<file path="config.mk">
export PLATFORM = sky130hd
export DESIGN_NAME = sse_event_framer_core
export DESIGN_NICKNAME = d
export VERILOG_FILES = /design/src/hdl/sef_pkg.sv /design/src/hdl/sef_front.sv /design/src/hdl/sef_cmd_queue.sv /design/src/hdl/sef_back.sv /design/src/hdl/sse_event_framer_core.sv
export SDC_FILE = /design/constraint.sdc
export NUM_CORES = 1
export LEC_CHECK = 0
export BUFFER_PORTS_ARGS = -buffer_cell sky130_fd_sc_hd__buf_4
export CAP_MARGIN = 15
export CORE_MARGIN = 2
export CORE_UTILIZATION = 55
export CTS_CLUSTER_DIAMETER = 60
export DETAILED_ROUTE_END_ITERATION = 8
export PLACE_DENSITY = 0.72
export SETUP_SLACK_MARGIN = 0.1
export SYNTH_ARGS = -nofsm -noshare
export SYNTH_HDL_FRONTEND = slang
export SYNTH_SLANG_ARGS = --single-unit
</file>
<file path="constraint.sdc">
create_clock -name clk_i -period 3.85 [get_ports clk_i]
set_input_delay 0.1925 -clock clk_i [delete_from_list [all_inputs] [get_ports clk_i]]
set_output_delay 0.1925 -clock clk_i [all_outputs]
set_load 0.02 [all_outputs]
</file>
<file path="src/hdl/sef_pkg.sv">
package sef_pkg;

  localparam logic [2:0] REQ_COMMENT = 3'd0;
  localparam logic [2:0] REQ_EVENT   = 3'd1;
  localparam logic [2:0] REQ_ID      = 3'd2;
  localparam logic [2:0] REQ_RETRY   = 3'd3;
  localparam logic [2:0] REQ_DATA    = 3'd4;
  localparam logic [2:0] REQ_END     = 3'd5;

  // open field code is the request type plus one
  localparam logic [2:0] FLD_NONE    = 3'd0;
  localparam logic [2:0] FLD_COMMENT = 3'd1;
  localparam logic [2:0] FLD_EVENT   = 3'd2;
  localparam logic [2:0] FLD_RETRY   = 3'd4;
  localparam logic [2:0] FLD_DATA    = 3'd5;

  localparam logic [7:0] CH_CR = 8'h0d;
  localparam logic [7:0] CH_LF = 8'h0a;

  localparam int unsigned NumSlots = 4;
  localparam int unsigned SlotW    = $clog2(NumSlots);

  // strings left-justified in seven byte slots
  localparam logic [55:0] STR_EVENT      = "event: ";
  localparam logic [55:0] STR_ID         = {"id: ", 24'h0};
  localparam logic [55:0] STR_RETRY      = "retry: ";
  localparam logic [55:0] STR_DATA_TXT   = {"data: ", 8'h0};
  localparam logic [55:0] STR_CMT_TXT    = {": ", 40'h0};
  localparam logic [55:0] STR_DATA_EMPTY = {"data:", CH_LF, 8'h0};
  localparam logic [55:0] STR_CMT_EMPTY  = {":", CH_LF, 40'h0};

  typedef enum logic [3:0] {
    P_NONE,
    P_EVENT_PFX,
    P_ID_PFX,
    P_RETRY_PFX,
    P_DATA_TXT,
    P_CMT_TXT,
    P_BYTE,
    P_LF,
    P_DATA_EMPTY,
    P_CMT_EMPTY,
    P_REJECT
  } piece_e;

  typedef struct packed {
    logic [2:0] req_type;
    logic [7:0] in_byte;
    logic       has_byte;
    logic       last_of_field;
  } in_item_t;

  typedef struct packed {
    logic [7:0] out_byte;
    logic       run_last;
    logic       reject;
  } out_item_t;

  // output of one input item: pieces packed from slot 0, unused slots are P_NONE
  typedef struct packed {
    piece_e [NumSlots-1:0] pcs;
    logic [7:0]            data;
  } cmd_t;

  function automatic logic [2:0] piece_len(piece_e p);
    logic [2:0] len;
    unique case (p)
      P_EVENT_PFX:  len = 3'd7;
      P_ID_PFX:     len = 3'd4;
      P_RETRY_PFX:  len = 3'd7;
      P_DATA_TXT:   len = 3'd6;
      P_CMT_TXT:    len = 3'd2;
      P_DATA_EMPTY: len = 3'd6;
      P_CMT_EMPTY:  len = 3'd2;
      default:      len = 3'd1;
    endcase
    return len;
  endfunction

  function automatic logic [7:0] str_byte(logic [55:0] s, logic [2:0] idx);
    logic [5:0] pos;
    pos = {3'd6 - idx, 3'b000};
    return s[pos +: 8];
  endfunction

  function automatic logic [7:0] piece_char(piece_e p, logic [2:0] idx, logic [7:0] data);
    logic [7:0] ch;
    unique case (p)
      P_EVENT_PFX:  ch = str_byte(STR_EVENT, idx);
      P_ID_PFX:     ch = str_byte(STR_ID, idx);
      P_RETRY_PFX:  ch = str_byte(STR_RETRY, idx);
      P_DATA_TXT:   ch = str_byte(STR_DATA_TXT, idx);
      P_CMT_TXT:    ch = str_byte(STR_CMT_TXT, idx);
      P_DATA_EMPTY: ch = str_byte(STR_DATA_EMPTY, idx);
      P_CMT_EMPTY:  ch = str_byte(STR_CMT_EMPTY, idx);
      P_BYTE:       ch = data;
      P_LF:         ch = CH_LF;
      default:      ch = 8'h00;
    endcase
    return ch;
  endfunction

endpackage

</file>
<file path="src/hdl/sef_front.sv">
module sef_front (
  input  logic              clk_i,
  input  logic              rst_ni,
  input  sef_pkg::in_item_t item_i,
  input  logic              accept_i,
  output logic              wr_en_o,
  output sef_pkg::cmd_t     wr_cmd_o
);

  typedef struct packed {
    sef_pkg::cmd_t cmd;
    logic [2:0]    n;
  } build_t;

  logic [2:0] cur_field_q, cur_field_d;
  logic       line_open_q, line_open_d;
  logic       seg_ne_q, seg_ne_d;
  logic       after_cr_q, after_cr_d;
  logic       any_q, any_d;
  logic       rej_q, rej_d;
  build_t     bld;

  function automatic build_t add_piece(build_t b, sef_pkg::piece_e p);
    build_t r;
    r = b;
    if (p != sef_pkg::P_NONE && b.n < 3'(sef_pkg::NumSlots)) begin
      r.cmd.pcs[b.n[sef_pkg::SlotW-1:0]] = p;
      r.n = b.n + 3'd1;
    end
    return r;
  endfunction

  function automatic sef_pkg::piece_e close_piece(logic [2:0] cf, logic sn);
    sef_pkg::piece_e p;
    if (cf == sef_pkg::FLD_COMMENT || cf == sef_pkg::FLD_DATA) begin
      if (sn) p = sef_pkg::P_LF;
      else if (cf == sef_pkg::FLD_DATA) p = sef_pkg::P_DATA_EMPTY;
      else p = sef_pkg::P_CMT_EMPTY;
    end else if (cf >= sef_pkg::FLD_EVENT && cf <= sef_pkg::FLD_RETRY) begin
      p = sef_pkg::P_LF;
    end else begin
      p = sef_pkg::P_NONE;
    end
    return p;
  endfunction

  always_comb begin
    logic [2:0]      t;
    logic [7:0]      b;
    logic            is_nl;
    sef_pkg::piece_e cp;
    t     = item_i.req_type;
    b     = item_i.in_byte;
    is_nl = (b == sef_pkg::CH_CR) || (b == sef_pkg::CH_LF);
    cp    = sef_pkg::P_NONE;

    cur_field_d = cur_field_q;
    line_open_d = line_open_q;
    seg_ne_d    = seg_ne_q;
    after_cr_d  = after_cr_q;
    any_d       = any_q;
    rej_d       = rej_q;
    bld.n       = 3'd0;
    bld.cmd.data = b;
    for (int i = 0; i < sef_pkg::NumSlots; i++) bld.cmd.pcs[i] = sef_pkg::P_NONE;

    if (t == sef_pkg::REQ_END) begin
      if (rej_q) begin
        bld = add_piece(bld, sef_pkg::P_REJECT);
      end else begin
        cp  = close_piece(cur_field_q, seg_ne_q);
        bld = add_piece(bld, cp);
        if (!any_q && cp == sef_pkg::P_NONE) bld = add_piece(bld, sef_pkg::P_CMT_EMPTY);
        bld = add_piece(bld, sef_pkg::P_LF);
      end
      cur_field_d = sef_pkg::FLD_NONE;
      line_open_d = 1'b0;
      seg_ne_d    = 1'b0;
      after_cr_d  = 1'b0;
      any_d       = 1'b0;
      rej_d       = 1'b0;
    end else if (t < sef_pkg::REQ_END && !rej_q) begin
      // switching to another field abandons the open one
      if (cur_field_d != t + 3'd1) begin
        cur_field_d = t + 3'd1;
        line_open_d = 1'b0;
        seg_ne_d    = 1'b0;
        after_cr_d  = 1'b0;
      end
      if (t >= sef_pkg::REQ_EVENT && t <= sef_pkg::REQ_RETRY) begin
        if (item_i.has_byte && t != sef_pkg::REQ_RETRY && is_nl) begin
          rej_d       = 1'b1;
          cur_field_d = sef_pkg::FLD_NONE;
          line_open_d = 1'b0;
          seg_ne_d    = 1'b0;
          after_cr_d  = 1'b0;
        end else begin
          if (!line_open_d) begin
            if (t == sef_pkg::REQ_EVENT) bld = add_piece(bld, sef_pkg::P_EVENT_PFX);
            else if (t == sef_pkg::REQ_ID) bld = add_piece(bld, sef_pkg::P_ID_PFX);
            else bld = add_piece(bld, sef_pkg::P_RETRY_PFX);
            line_open_d = 1'b1;
          end
          if (item_i.has_byte) bld = add_piece(bld, sef_pkg::P_BYTE);
        end
      end else if (item_i.has_byte) begin
        if (after_cr_d && b == sef_pkg::CH_LF) begin
          // second half of crlf
          after_cr_d = 1'b0;
        end else if (is_nl) begin
          bld = add_piece(bld, close_piece(cur_field_d, seg_ne_d));
          seg_ne_d    = 1'b0;
          line_open_d = 1'b0;
          after_cr_d  = (b == sef_pkg::CH_CR);
        end else begin
          after_cr_d = 1'b0;
          if (!seg_ne_d) begin
            if (t == sef_pkg::REQ_DATA) bld = add_piece(bld, sef_pkg::P_DATA_TXT);
            else bld = add_piece(bld, sef_pkg::P_CMT_TXT);
            seg_ne_d    = 1'b1;
            line_open_d = 1'b1;
          end
          bld = add_piece(bld, sef_pkg::P_BYTE);
        end
      end
      if (item_i.last_of_field && !rej_d) begin
        bld = add_piece(bld, close_piece(cur_field_d, seg_ne_d));
        cur_field_d = sef_pkg::FLD_NONE;
        line_open_d = 1'b0;
        seg_ne_d    = 1'b0;
        after_cr_d  = 1'b0;
      end
      any_d = any_q | (bld.n != 3'd0);
    end
  end

  assign wr_en_o  = accept_i && (bld.n != 3'd0);
  assign wr_cmd_o = bld.cmd;

  always_ff @(posedge clk_i or negedge rst_ni) begin
    if (!rst_ni) begin
      cur_field_q <= sef_pkg::FLD_NONE;
      line_open_q <= 1'b0;
      seg_ne_q    <= 1'b0;
      after_cr_q  <= 1'b0;
      any_q       <= 1'b0;
      rej_q       <= 1'b0;
    end else if (accept_i) begin
      cur_field_q <= cur_field_d;
      line_open_q <= line_open_d;
      seg_ne_q    <= seg_ne_d;
      after_cr_q  <= after_cr_d;
      any_q       <= any_d;
      rej_q       <= rej_d;
    end
  end

  // a rejected frame never keeps a field open
  assert property (@(posedge clk_i) disable iff (!rst_ni)
    rej_q |-> (cur_field_q == sef_pkg::FLD_NONE && !seg_ne_q && !line_open_q))
    else $error("rejected frame with open field");

endmodule

</file>
<file path="src/hdl/sef_cmd_queue.sv">
module sef_cmd_queue #(
  parameter int unsigned Depth = 4
) (
  input  logic          clk_i,
  input  logic          rst_ni,
  input  logic          wr_en_i,
  input  sef_pkg::cmd_t wr_cmd_i,
  output logic          full_o,
  input  logic          rd_en_i,
  output logic          rd_valid_o,
  output sef_pkg::cmd_t rd_cmd_o
);

  localparam int unsigned AW = (Depth > 1) ? $clog2(Depth) : 1;
  localparam int unsigned CW = $clog2(Depth + 1);

  sef_pkg::cmd_t mem_q [Depth];
  logic [AW-1:0] wr_ptr_q, rd_ptr_q;
  logic [CW-1:0] cnt_q;

  function automatic logic [AW-1:0] ptr_inc(logic [AW-1:0] p);
    return (p == AW'(Depth - 1)) ? '0 : p + 1'b1;
  endfunction

  assign full_o     = (cnt_q == CW'(Depth));
  assign rd_valid_o = (cnt_q != '0);
  assign rd_cmd_o   = mem_q[rd_ptr_q];

  always_ff @(posedge clk_i) begin
    if (wr_en_i) mem_q[wr_ptr_q] <= wr_cmd_i;
  end

  always_ff @(posedge clk_i or negedge rst_ni) begin
    if (!rst_ni) begin
      wr_ptr_q <= '0;
      rd_ptr_q <= '0;
      cnt_q    <= '0;
    end else begin
      if (wr_en_i) wr_ptr_q <= ptr_inc(wr_ptr_q);
      if (rd_en_i) rd_ptr_q <= ptr_inc(rd_ptr_q);
      if (wr_en_i && !rd_en_i) cnt_q <= cnt_q + 1'b1;
      else if (!wr_en_i && rd_en_i) cnt_q <= cnt_q - 1'b1;
    end
  end

  assert property (@(posedge clk_i) disable iff (!rst_ni)
    wr_en_i |-> (!full_o || rd_en_i))
    else $error("command written into full queue");

endmodule

</file>
<file path="src/hdl/sef_back.sv">
module sef_back (
  input  logic               clk_i,
  input  logic               rst_ni,
  input  logic               rd_valid_i,
  input  sef_pkg::cmd_t      rd_cmd_i,
  output logic               rd_en_o,
  output sef_pkg::out_item_t out_item_o,
  output logic               empty,
  input  logic               pop
);

  logic [sef_pkg::SlotW-1:0] slot_q, slot_d, nxt_slot;
  logic [2:0]                idx_q, idx_d;
  logic                      out_valid_q;
  sef_pkg::out_item_t        out_q;
  sef_pkg::piece_e           cur_p;
  logic                      last_char, last_piece, adv, step;

  always_comb begin
    cur_p      = rd_cmd_i.pcs[slot_q];
    nxt_slot   = slot_q + 1'b1;
    last_char  = (idx_q == sef_pkg::piece_len(cur_p) - 3'd1);
    last_piece = (slot_q == sef_pkg::SlotW'(sef_pkg::NumSlots - 1)) ||
                 (rd_cmd_i.pcs[nxt_slot] == sef_pkg::P_NONE);
    adv        = !out_valid_q || pop;
    step       = adv && rd_valid_i;
    slot_d     = slot_q;
    idx_d      = idx_q;
    if (step) begin
      if (!last_char) begin
        idx_d = idx_q + 3'd1;
      end else if (last_piece) begin
        slot_d = '0;
        idx_d  = 3'd0;
      end else begin
        slot_d = nxt_slot;
        idx_d  = 3'd0;
      end
    end
  end

  assign rd_en_o    = step && last_char && last_piece;
  assign empty      = !out_valid_q;
  assign out_item_o = out_q;

  always_ff @(posedge clk_i or negedge rst_ni) begin
    if (!rst_ni) begin
      slot_q      <= '0;
      idx_q       <= 3'd0;
      out_valid_q <= 1'b0;
    end else begin
      slot_q <= slot_d;
      idx_q  <= idx_d;
      if (adv) out_valid_q <= rd_valid_i;
    end
  end

  always_ff @(posedge clk_i) begin
    if (step) begin
      out_q.out_byte <= sef_pkg::piece_char(cur_p, idx_q, rd_cmd_i.data);
      out_q.run_last <= last_char && last_piece;
      out_q.reject   <= (cur_p == sef_pkg::P_REJECT);
    end
  end

  // reject marker is always the only result of its transaction
  assert property (@(posedge clk_i) disable iff (!rst_ni)
    (out_valid_q && out_q.reject) |-> out_q.run_last)
    else $error("reject marker not marked last");

  assert property (@(posedge clk_i) disable iff (!rst_ni)
    (out_valid_q && !pop) |=> (out_valid_q && $stable(out_q)))
    else $error("waiting result changed");

endmodule

</file>
<file path="src/hdl/sse_event_framer_core.sv">
// server-sent events framer
// input channel: one field item per transaction on in_item_i (type, byte,
// has_byte, last_of_field); a transaction happens when push is high and full
// is low. result channel: one frame byte per transaction on out_item_o; the
// oldest byte is shown while empty is low and is taken when pop is high.
// run_last marks the final byte caused by an input item, reject marks the
// single marker byte that ends a refused frame.
// the first byte of an item passes the command queue and then the result
// register before it shows on the result ports. the byte emitter puts out
// one byte per cycle while the receiver keeps up, and works on an item until
// all its bytes are out (at most 12); items making one byte or none go at one
// per cycle while nothing stalls. line prefixes and closing lines are absorbed
// by a CmdDepth entry command queue; full rises only when that queue is full.
// when the receiver stalls the result byte holds and the queue fills, then
// full backpressures the sender.
// reset clears all framing state and empties the queue and the result register;
// the block is ready in the first cycle after reset.
module sse_event_framer_core #(
  parameter int unsigned CmdDepth = 4
) (
  input  logic               clk_i,
  input  logic               rst_ni,
  input  sef_pkg::in_item_t  in_item_i,
  input  logic               push,
  output logic               full,
  output sef_pkg::out_item_t out_item_o,
  output logic               empty,
  input  logic               pop
);

  logic          accept;
  logic          wr_en;
  sef_pkg::cmd_t wr_cmd;
  logic          rd_en;
  logic          rd_valid;
  sef_pkg::cmd_t rd_cmd;

  assign accept = push && !full;

  sef_front u_front (
    .clk_i    (clk_i),
    .rst_ni   (rst_ni),
    .item_i   (in_item_i),
    .accept_i (accept),
    .wr_en_o  (wr_en),
    .wr_cmd_o (wr_cmd)
  );

  sef_cmd_queue #(
    .Depth (CmdDepth)
  ) u_queue (
    .clk_i      (clk_i),
    .rst_ni     (rst_ni),
    .wr_en_i    (wr_en),
    .wr_cmd_i   (wr_cmd),
    .full_o     (full),
    .rd_en_i    (rd_en),
    .rd_valid_o (rd_valid),
    .rd_cmd_o   (rd_cmd)
  );

  sef_back u_back (
    .clk_i      (clk_i),
    .rst_ni     (rst_ni),
    .rd_valid_i (rd_valid),
    .rd_cmd_i   (rd_cmd),
    .rd_en_o    (rd_en),
    .out_item_o (out_item_o),
    .empty      (empty),
    .pop        (pop)
  );

endmodule
</file>
==> Word-level counts from Yosys, hierarchy flattened <==
Memory sizes are Yosys's and may differ from the RTL's.
Index checks and enable logic that the tools add are counted.
{ "op_classes": {"n_addsub": 14, "magnitude_cmp": 26, "eq_ne": 29, "shifts": 7, "muxes": 152, "n_bitwise": 13, "n_reduce_logical": 52} }
{ "op_table": {"columns": ["operator", "count"], "rows": [
  ["$mux 27", 30],
  ["$shiftx 56x7->8 const A", 7],
  ["$mux 4", 28],
  ["$mux 16", 5],
  ["$pmux 8 s9", 1],
  ["$mux 3", 23],
  ["$mux 1", 51],
  ["$demux 4 s2", 5],
  ["$add 3x1->3 const B", 8],
  ["$logic_and 1x1->1", 24],
  ["$mux 12", 2],
  ["$not 8->8", 3],
  ["$lt 2x3->1 const B", 7],
  ["$eq 3x3->1 const B", 6],
  ["$lt 3x3->1 const B", 6],
  ["$and 8x8->8", 2],
  ["$bmux 4 s2", 2],
  ["$bwmux 16", 1],
  ["$eq 4x3->1 const B", 4],
  ["$eq 8x4->1 const B", 2],
  ["$or 8x8->8", 2],
  ["$eq 3x1->1 const B", 4],
  ["$eq 4x4->1 const B", 3],
  ["$or 12x12->12", 1],
  ["30 further kinds", 66]
]} }
{ "totals": {"reg_bits": 31, "ram_bits": 96, "in_bits": 17, "wordCells": 309, "n_memories": 1} }
{ "mem_list": {"columns": ["memory", "depth", "width", "read_ports", "rd_ports_with_merged_regs", "wr", "line_no", "rtl"], "rows": [
  ["u_queue.mem_q", 4, 24, 1, 0, 1, "sef_cmd_queue.sv:17", "sef_pkg::cmd_t mem_q [Depth];"]
]} }

==> Depth between registers and ports, before layout <==
{ "depth": {"word_depth": 42, "mapped_depth": 24, "depth_no_buf": 20} }

==> Modules after synthesis <==
From an unflattened synthesis, not the netlist that was laid out.
{ "hier_totals": {"hier_cells": 550, "area_unflattened_um2": 6936.7} }
{ "modules_own_cells": {"columns": ["module", "n_inst", "cells_each", "area_per_inst_um2", "seq_area_each_um2"], "rows": [
  ["sef_cmd_queue", 1, 163, 3926.3, 3057.9],
  ["sef_back", 1, 199, 1626.6, 450.4],
  ["sef_front", 1, 187, 1370.1, 200.2],
  ["sse_event_framer_core", 1, 1, 13.8, 0.0]
]} }

==> Worst setup path before layout <==
No wires, ideal clock.
{ "synth_path": {"path_type": "input to register", "start": "in in_item_i[12] (netlist name)", "end": "reg u_queue.cnt_q[2]", "setup_ns": 0.079, "arrival_ns": 4.075, "t_required_ns": 3.771, "slack_ns": -0.304, "stages": 21, "cell_sequence": "clkbuf_1 inv_1 ha_1 clkbuf_1 xor2_1 and3_1 clkbuf_1 nand2_1 ha_1 a22o_1 ha_1 nand4b_1 o311a_1 nand2b_1 clkbuf_1 ha_1 inv_1 fa_1 xor2_1 nor2_1 xor2_1"} }
{ "synth_via": {"elab_chain_cells": 36} }
{ "synth_rtl": {"columns": ["element", "line_no", "rtl"], "rows": [
  ["from (decl)", "sse_event_framer_core.sv:23", "input sef_pkg::in_item_t in_item_i,"],
  ["$add 3x1->3", "sef_front.sv:84, sef_front.sv:85", null],
  ["$ne 3x3->1", "sef_front.sv:84", "if (cur_field_d != t + 3'd1) begin"],
  ["$mux 3", "sef_front.sv:84", null],
  ["$mux 3", "sef_front.sv:82", "end else if (t < sef_pkg::REQ_END && !rej_q) begin"],
  ["$mux 3", "sef_front.sv:67", "if (t == sef_pkg::REQ_END) begin"],
  ["$ge 3x2->1 (tied with other cells)", "sef_front.sv:39", "end else if (cf >= sef_pkg::FLD_EVENT && cf <= sef_pkg::FLD_RETRY) begin"],
  ["$logic_and 1x1->1 / $mux 1 (equally long branches)", "sef_front.sv:39, sef_front.sv:37", null],
  ["$mux 3 / $mux 4 (equally long branches)", "sef_front.sv:39, sef_front.sv:36", null],
  ["[... 21 more ...]", null, null],
  ["$mux 27", "sef_front.sv:82", null],
  ["$mux 27 *", "sef_front.sv:67", null],
  ["$reduce_bool 3->1 *", "sef_front.sv:137", "assign wr_en_o = accept_i && (bld.n != 3'd0);"],
  ["$logic_and 1x1->1 *", "sef_front.sv:137", null],
  ["named net u_front.wr_en_o", "sef_front.sv:6", "output logic wr_en_o,"],
  ["$logic_not 1->1", "sef_cmd_queue.sv:42", "else if (!wr_en_i && rd_en_i) cnt_q <= cnt_q - 1'b1;"],
  ["$logic_and 1x1->1", "sef_cmd_queue.sv:42", null],
  ["$reduce_bool 2->1 (no source line)", null, null],
  ["to (signal assigned)", "sef_cmd_queue.sv:41", "if (wr_en_i && !rd_en_i) cnt_q <= cnt_q + 1'b1;"],
  ["to (signal assigned)", "sef_cmd_queue.sv:42", null],
  ["to (decl)", "sef_cmd_queue.sv:19", "logic [CW-1:0] cnt_q;"]
]} }
The timed path passes the listed nets; every way through them passes the cells marked *. The select of a mux whose other input is x is not followed.
A chain may end at the register's enable or synchronous reset.

==> Worst setup path after layout <==
{ "layout_path": {"start": "reg u_queue.rd_ptr_q[1]", "end": "reg u_queue.cnt_q[1]"} }
{ "layout_via": {"elab_chain_cells": 13} }
{ "layout_rtl": {"columns": ["element", "line_no", "rtl"], "rows": [
  ["from (decl)", "sef_cmd_queue.sv:18", "logic [AW-1:0] wr_ptr_q, rd_ptr_q;"],
  ["from (signal assigned)", "sef_cmd_queue.sv:40", "if (rd_en_i) rd_ptr_q <= ptr_inc(rd_ptr_q);"],
  ["$mem_v2 4x24 *", null, null],
  ["$bmux 4 s2", "sef_back.sv:20", "cur_p = rd_cmd_i.pcs[slot_q];"],
  ["$mux 4 (not written as such)", "sef_back.sv:20", null],
  ["$eq 4x3->1 (tied with other cells)", "sef_pkg.sv:67", "unique case (p)"],
  ["$reduce_or 2->1 (no source line)", null, null],
  ["$pmux 3 s4", "sef_pkg.sv:67", null],
  ["$sub 3x1->3", "sef_back.sv:22", "last_char = (idx_q == sef_pkg::piece_len(cur_p) - 3'd1);"],
  ["$eq 3x3->1", "sef_back.sv:22", null],
  ["$logic_and 1x1->1", "sef_back.sv:42", "assign rd_en_o = step && last_char && last_piece;"],
  ["$logic_and 1x1->1 *", "sef_back.sv:42", null],
  ["$logic_not 1->1", "sef_cmd_queue.sv:41", null],
  ["$logic_and 1x1->1", "sef_cmd_queue.sv:41", null],
  ["$mux 3 / $reduce_bool 2->1 (equally long branches)", null, null]
]} }
Mark *: on every way between the ends. The rest lies on a longest branch, timed or not. The select of a mux whose other input is x is not followed.

==> reports/metrics.cfg <==
[status]
run_status=completed

[placement]
dp_hpwl_mm=10.3
port_buffers=28
dpl_cell_area_um2=6900
routabilityCongestion=0.951

[sta]
post-route-min-period_ps=3700
max_freq_ghz=0.270
setup_tns_ps=0
rsz0062_at_grt=false
finalCritPeriodShare=0.961
hold_viol_final=0
max_slew_margin=0.593
report.final.slew_viol_count=0
fin_skew_ps=7.78
setup_viol=0
tightest_slew_ps=608

[die]
die_x_um=111
io_pins=29
start_util=0.557
std_cell_rows=39
die-area_um2=12300
die_h_um=111
core_area_um2=11300

[route]
wl_met3_mm=1.01
viasPerCell=6.40
drtIter0Drc=434
vias=4853
ant_nets=0
wirelength_mm=15.7
drt-met1-wl_mm=6.26
met2_length_mm=8.01
wl_per_cell_um=20.7
drc=0
first_pass_iters=5
maxUsedRoutingLayer=met4

[critical_path]
regToRegSetupSlack_ps=150
crit_start=u_queue.rd_ptr_q[1]$_DFFE_PN0P_
critical_path_class=flip-flop to flip-flop
required_ps=4150
critical_path_arrival_ps=4000
worstSetupStartpointType=flip-flop
end_kind=flip-flop
r2r-end=u_queue.cnt_q[1]$_DFFE_PN0P_
reg2reg_from=u_queue.rd_ptr_q[1]$_DFFE_PN0P_
r2r_cells=12
cp_max_fo=8

[synth]
ys_seq_area_frac=0.531
synth-main-ff-cell=edfxtp_1
ys_ff_latch=115
async_reset_ff_frac=0.183
yosysUniqueCellTypes=72
synth-edff-count=94
syn-num-nets=562
syn_area_um2=6310
yosys_warnings=0
avgSynthCellArea_um2=12.0
synth_cells=525

[clocking]
cts_num_sinks=115
clk_latency_ps=420
cts_tree=yes
htree_levels=4
cts_buffers=17
clockBufferDepth=2
cts-root-buf=clkbuf_16
clkTransAtPathRegs_ps=50

[final_layout]
drive_above_1_share=0.263
postLayoutCellArea_um2=7790
insertedDiodeCount=0
n_fill_cell=799
nNetsFinal=639
syn_to_final_growth_pct=23.5

[pwr]
pwr-share-clk=0.218
max-vdd-ir-drop_v=0.000500
pwr_density_cell_nw_per_um2=879
leakagePower_nw=2.98
switching_share=0.388
p_switching_mw=2.66
p_comb_frac=0.507
internal_power_mw=4.19
seqPwrFrac=0.275

[global_routing]
grt_overflow=0
grtUsageTotal=0.256
grt_pass1_vias=4695
grt_first_pass_wirelength_mm=24.3
grt_start_max_net_pins=22
grt_antenna_before_repair=0

[min_path]
hold_path_class=input port to flip-flop
holdPathEnd=u_queue.mem_q[1][2]$_DFFE_PP_
worstHoldStart=in_item_i[4]
hold_path_depth=1

[job]
drv_cap=0

[power by group through the flow]
| stage | sequential, mW | combinational [mW] | clock (mW) |
|---|---|---|---|
| 2_1_floorplan | 1.84 | 2.18 | 0 |
| 3_3_place_gp | 1.86 | 3.03 | 0 |
| 3_5_place_dp | 1.88 | 3.05 | 0 |
| 4_1_cts | 1.87 | 3.17 | 1.50 |
| 5_1_grt | 1.92 | 3.75 | 1.55 |
| 6_report | 1.89 | 3.47 | 1.49 |
[what timing repair did]
action,in CTS,in global routing
hold endpoints to repair,37,0
endpoints found under the setup margin,1,2
buffers inserted,4,8
pin swaps,0,11
cloned,0,2
gates resized for setup,5,24
hold buffers,7,0
[registers in the layout (all words and copies together) (netlist names)]
name	cells
u_front.after_cr_q	1
u_front.cur_field_q	3
u_back.idx_q	3
u_queue.rd_ptr_q	2
u_queue.mem_q	84
u_queue.wr_ptr_q	2
u_queue.cnt_q	3
u_back.out_item_o	10
u_back.slot_q	2
u_front.seg_ne_q	1
u_front.rej_q	1
u_front.any_q	1
u_back.out_valid_q	1
u_front.line_open_q	1
[synth_stat cells (4+ instances only)]
cell type	number	area share
nand3_1	15	0.012
mux4_2	24	0.086
a211oi_1	9	0.011
nor4_1	5	0.0050
nor3_1	22	0.017
ha_1	19	0.038
nor2_1	48	0.029
or3_1	4	0.0040
and2_1	10	0.0099
inv_1	19	0.011
xor2_1	5	0.0069
mux2i_1	7	0.011
o22ai_1	5	0.0050
a21o_1	6	0.0071
nand2_1	42	0.025
and3_1	5	0.0050
clkbuf_1	12	0.0071
o21ai_0	30	0.024
buf_2	4	0.0032
a31oi_1	6	0.0059
a21oi_1	25	0.020
edfxtp_1	94	0.45
nand2b_1	4	0.0040
nor2b_1	6	0.0059
dfrtp_1	21	0.083
[critical path: stages, from the launching register on]
cell,delay (ps)
dfrtp_2,410
buf_6,160
mux4_2,550
mux2i_4,260
mux2i_4,140
or2_2,340
nor3b_2,230
o311ai_2,130
or3_4,440
ha_4,190
inv_2,60
fa_2,410
mux2_2,270
[per-layer routing]
metal  GRT usage  vias up
li1            -     2186
met1       0.324     2394
met2       0.431      237
met3      0.0503       36
met4       0.117        0
met5           0        -
[layout make-up]
| cell class | instances | area (µm²) | area share |
|---|---|---|---|
| Clock buffer | 21 | 462 | 0.0592 |
| Clock inverter | 11 | 104 | 0.0133 |
| Inverter | 20 | 75.1 | 0.00963 |
| Multi-Input combinational cell | 369 | 2880 | 0.370 |
| Sequential cell | 115 | 3350 | 0.430 |
| Tap cell | 143 | 179 | 0.0230 |
| Timing Repair Buffer | 79 | 736 | 0.0944 |
[worst max-delay path by stage]
stage	slack, ps	endpoint
floorplan	130	u_queue.cnt_q[2]$_DFFE_PN0P_
global placement	60	u_queue.cnt_q[2]$_DFFE_PN0P_
detailed placement	2	u_queue.cnt_q[2]$_DFFE_PN0P_
CTS	100	u_queue.cnt_q[1]$_DFFE_PN0P_
global route	90	u_queue.cnt_q[1]$_DFFE_PN0P_
finish	150	u_queue.cnt_q[1]$_DFFE_PN0P_
[kinds of logic (layout without fill, tap and decap cells)]
group,after synthesis,count (layout),synth area share
AND/OR/NAND/NOR,180,180,0.144
AO/OA/AOI/OAI,122,122,0.130
flip-flops,115,115,0.531
buffers and inverters,41,131,0.0288
multiplexers,38,38,0.112
adder cells (fa/ha/maj),20,20,0.0408
XOR/XNOR,9,9,0.0137
[cell usage in the layout (no fill, tap or decap), drive strengths merged, types with 6 or more instances in the layout]
cell type     n
edfxtp       94
buf          70
nor2         48
nand2        42
o21ai        31
a21oi        25
mux4         24
clkbuf       23
nor3         22
dfrtp        21
inv          20
ha           19
nand3        15
and2         10
a211oi        9
mux2i         8
clkinv        8
dlygate4sd3   7
nor2b         6
a21o          6
a31oi         6
nor4          6
mux2          6
[through the flow]
stage	std cells	util	power [mW]	setup WS, ps	hold slack (ps)
floorplan	525	-	4.03	133	-103
global placement	705	0.610	4.89	64.5	103
detailed placement	705	0.610	4.93	1.89	106
CTS	748	0.671	6.54	102	3.48
global route	758	0.688	7.22	90.2	17.0
finish	758	0.688	6.85	150	16.9
(Power assumes the default switching activity.)
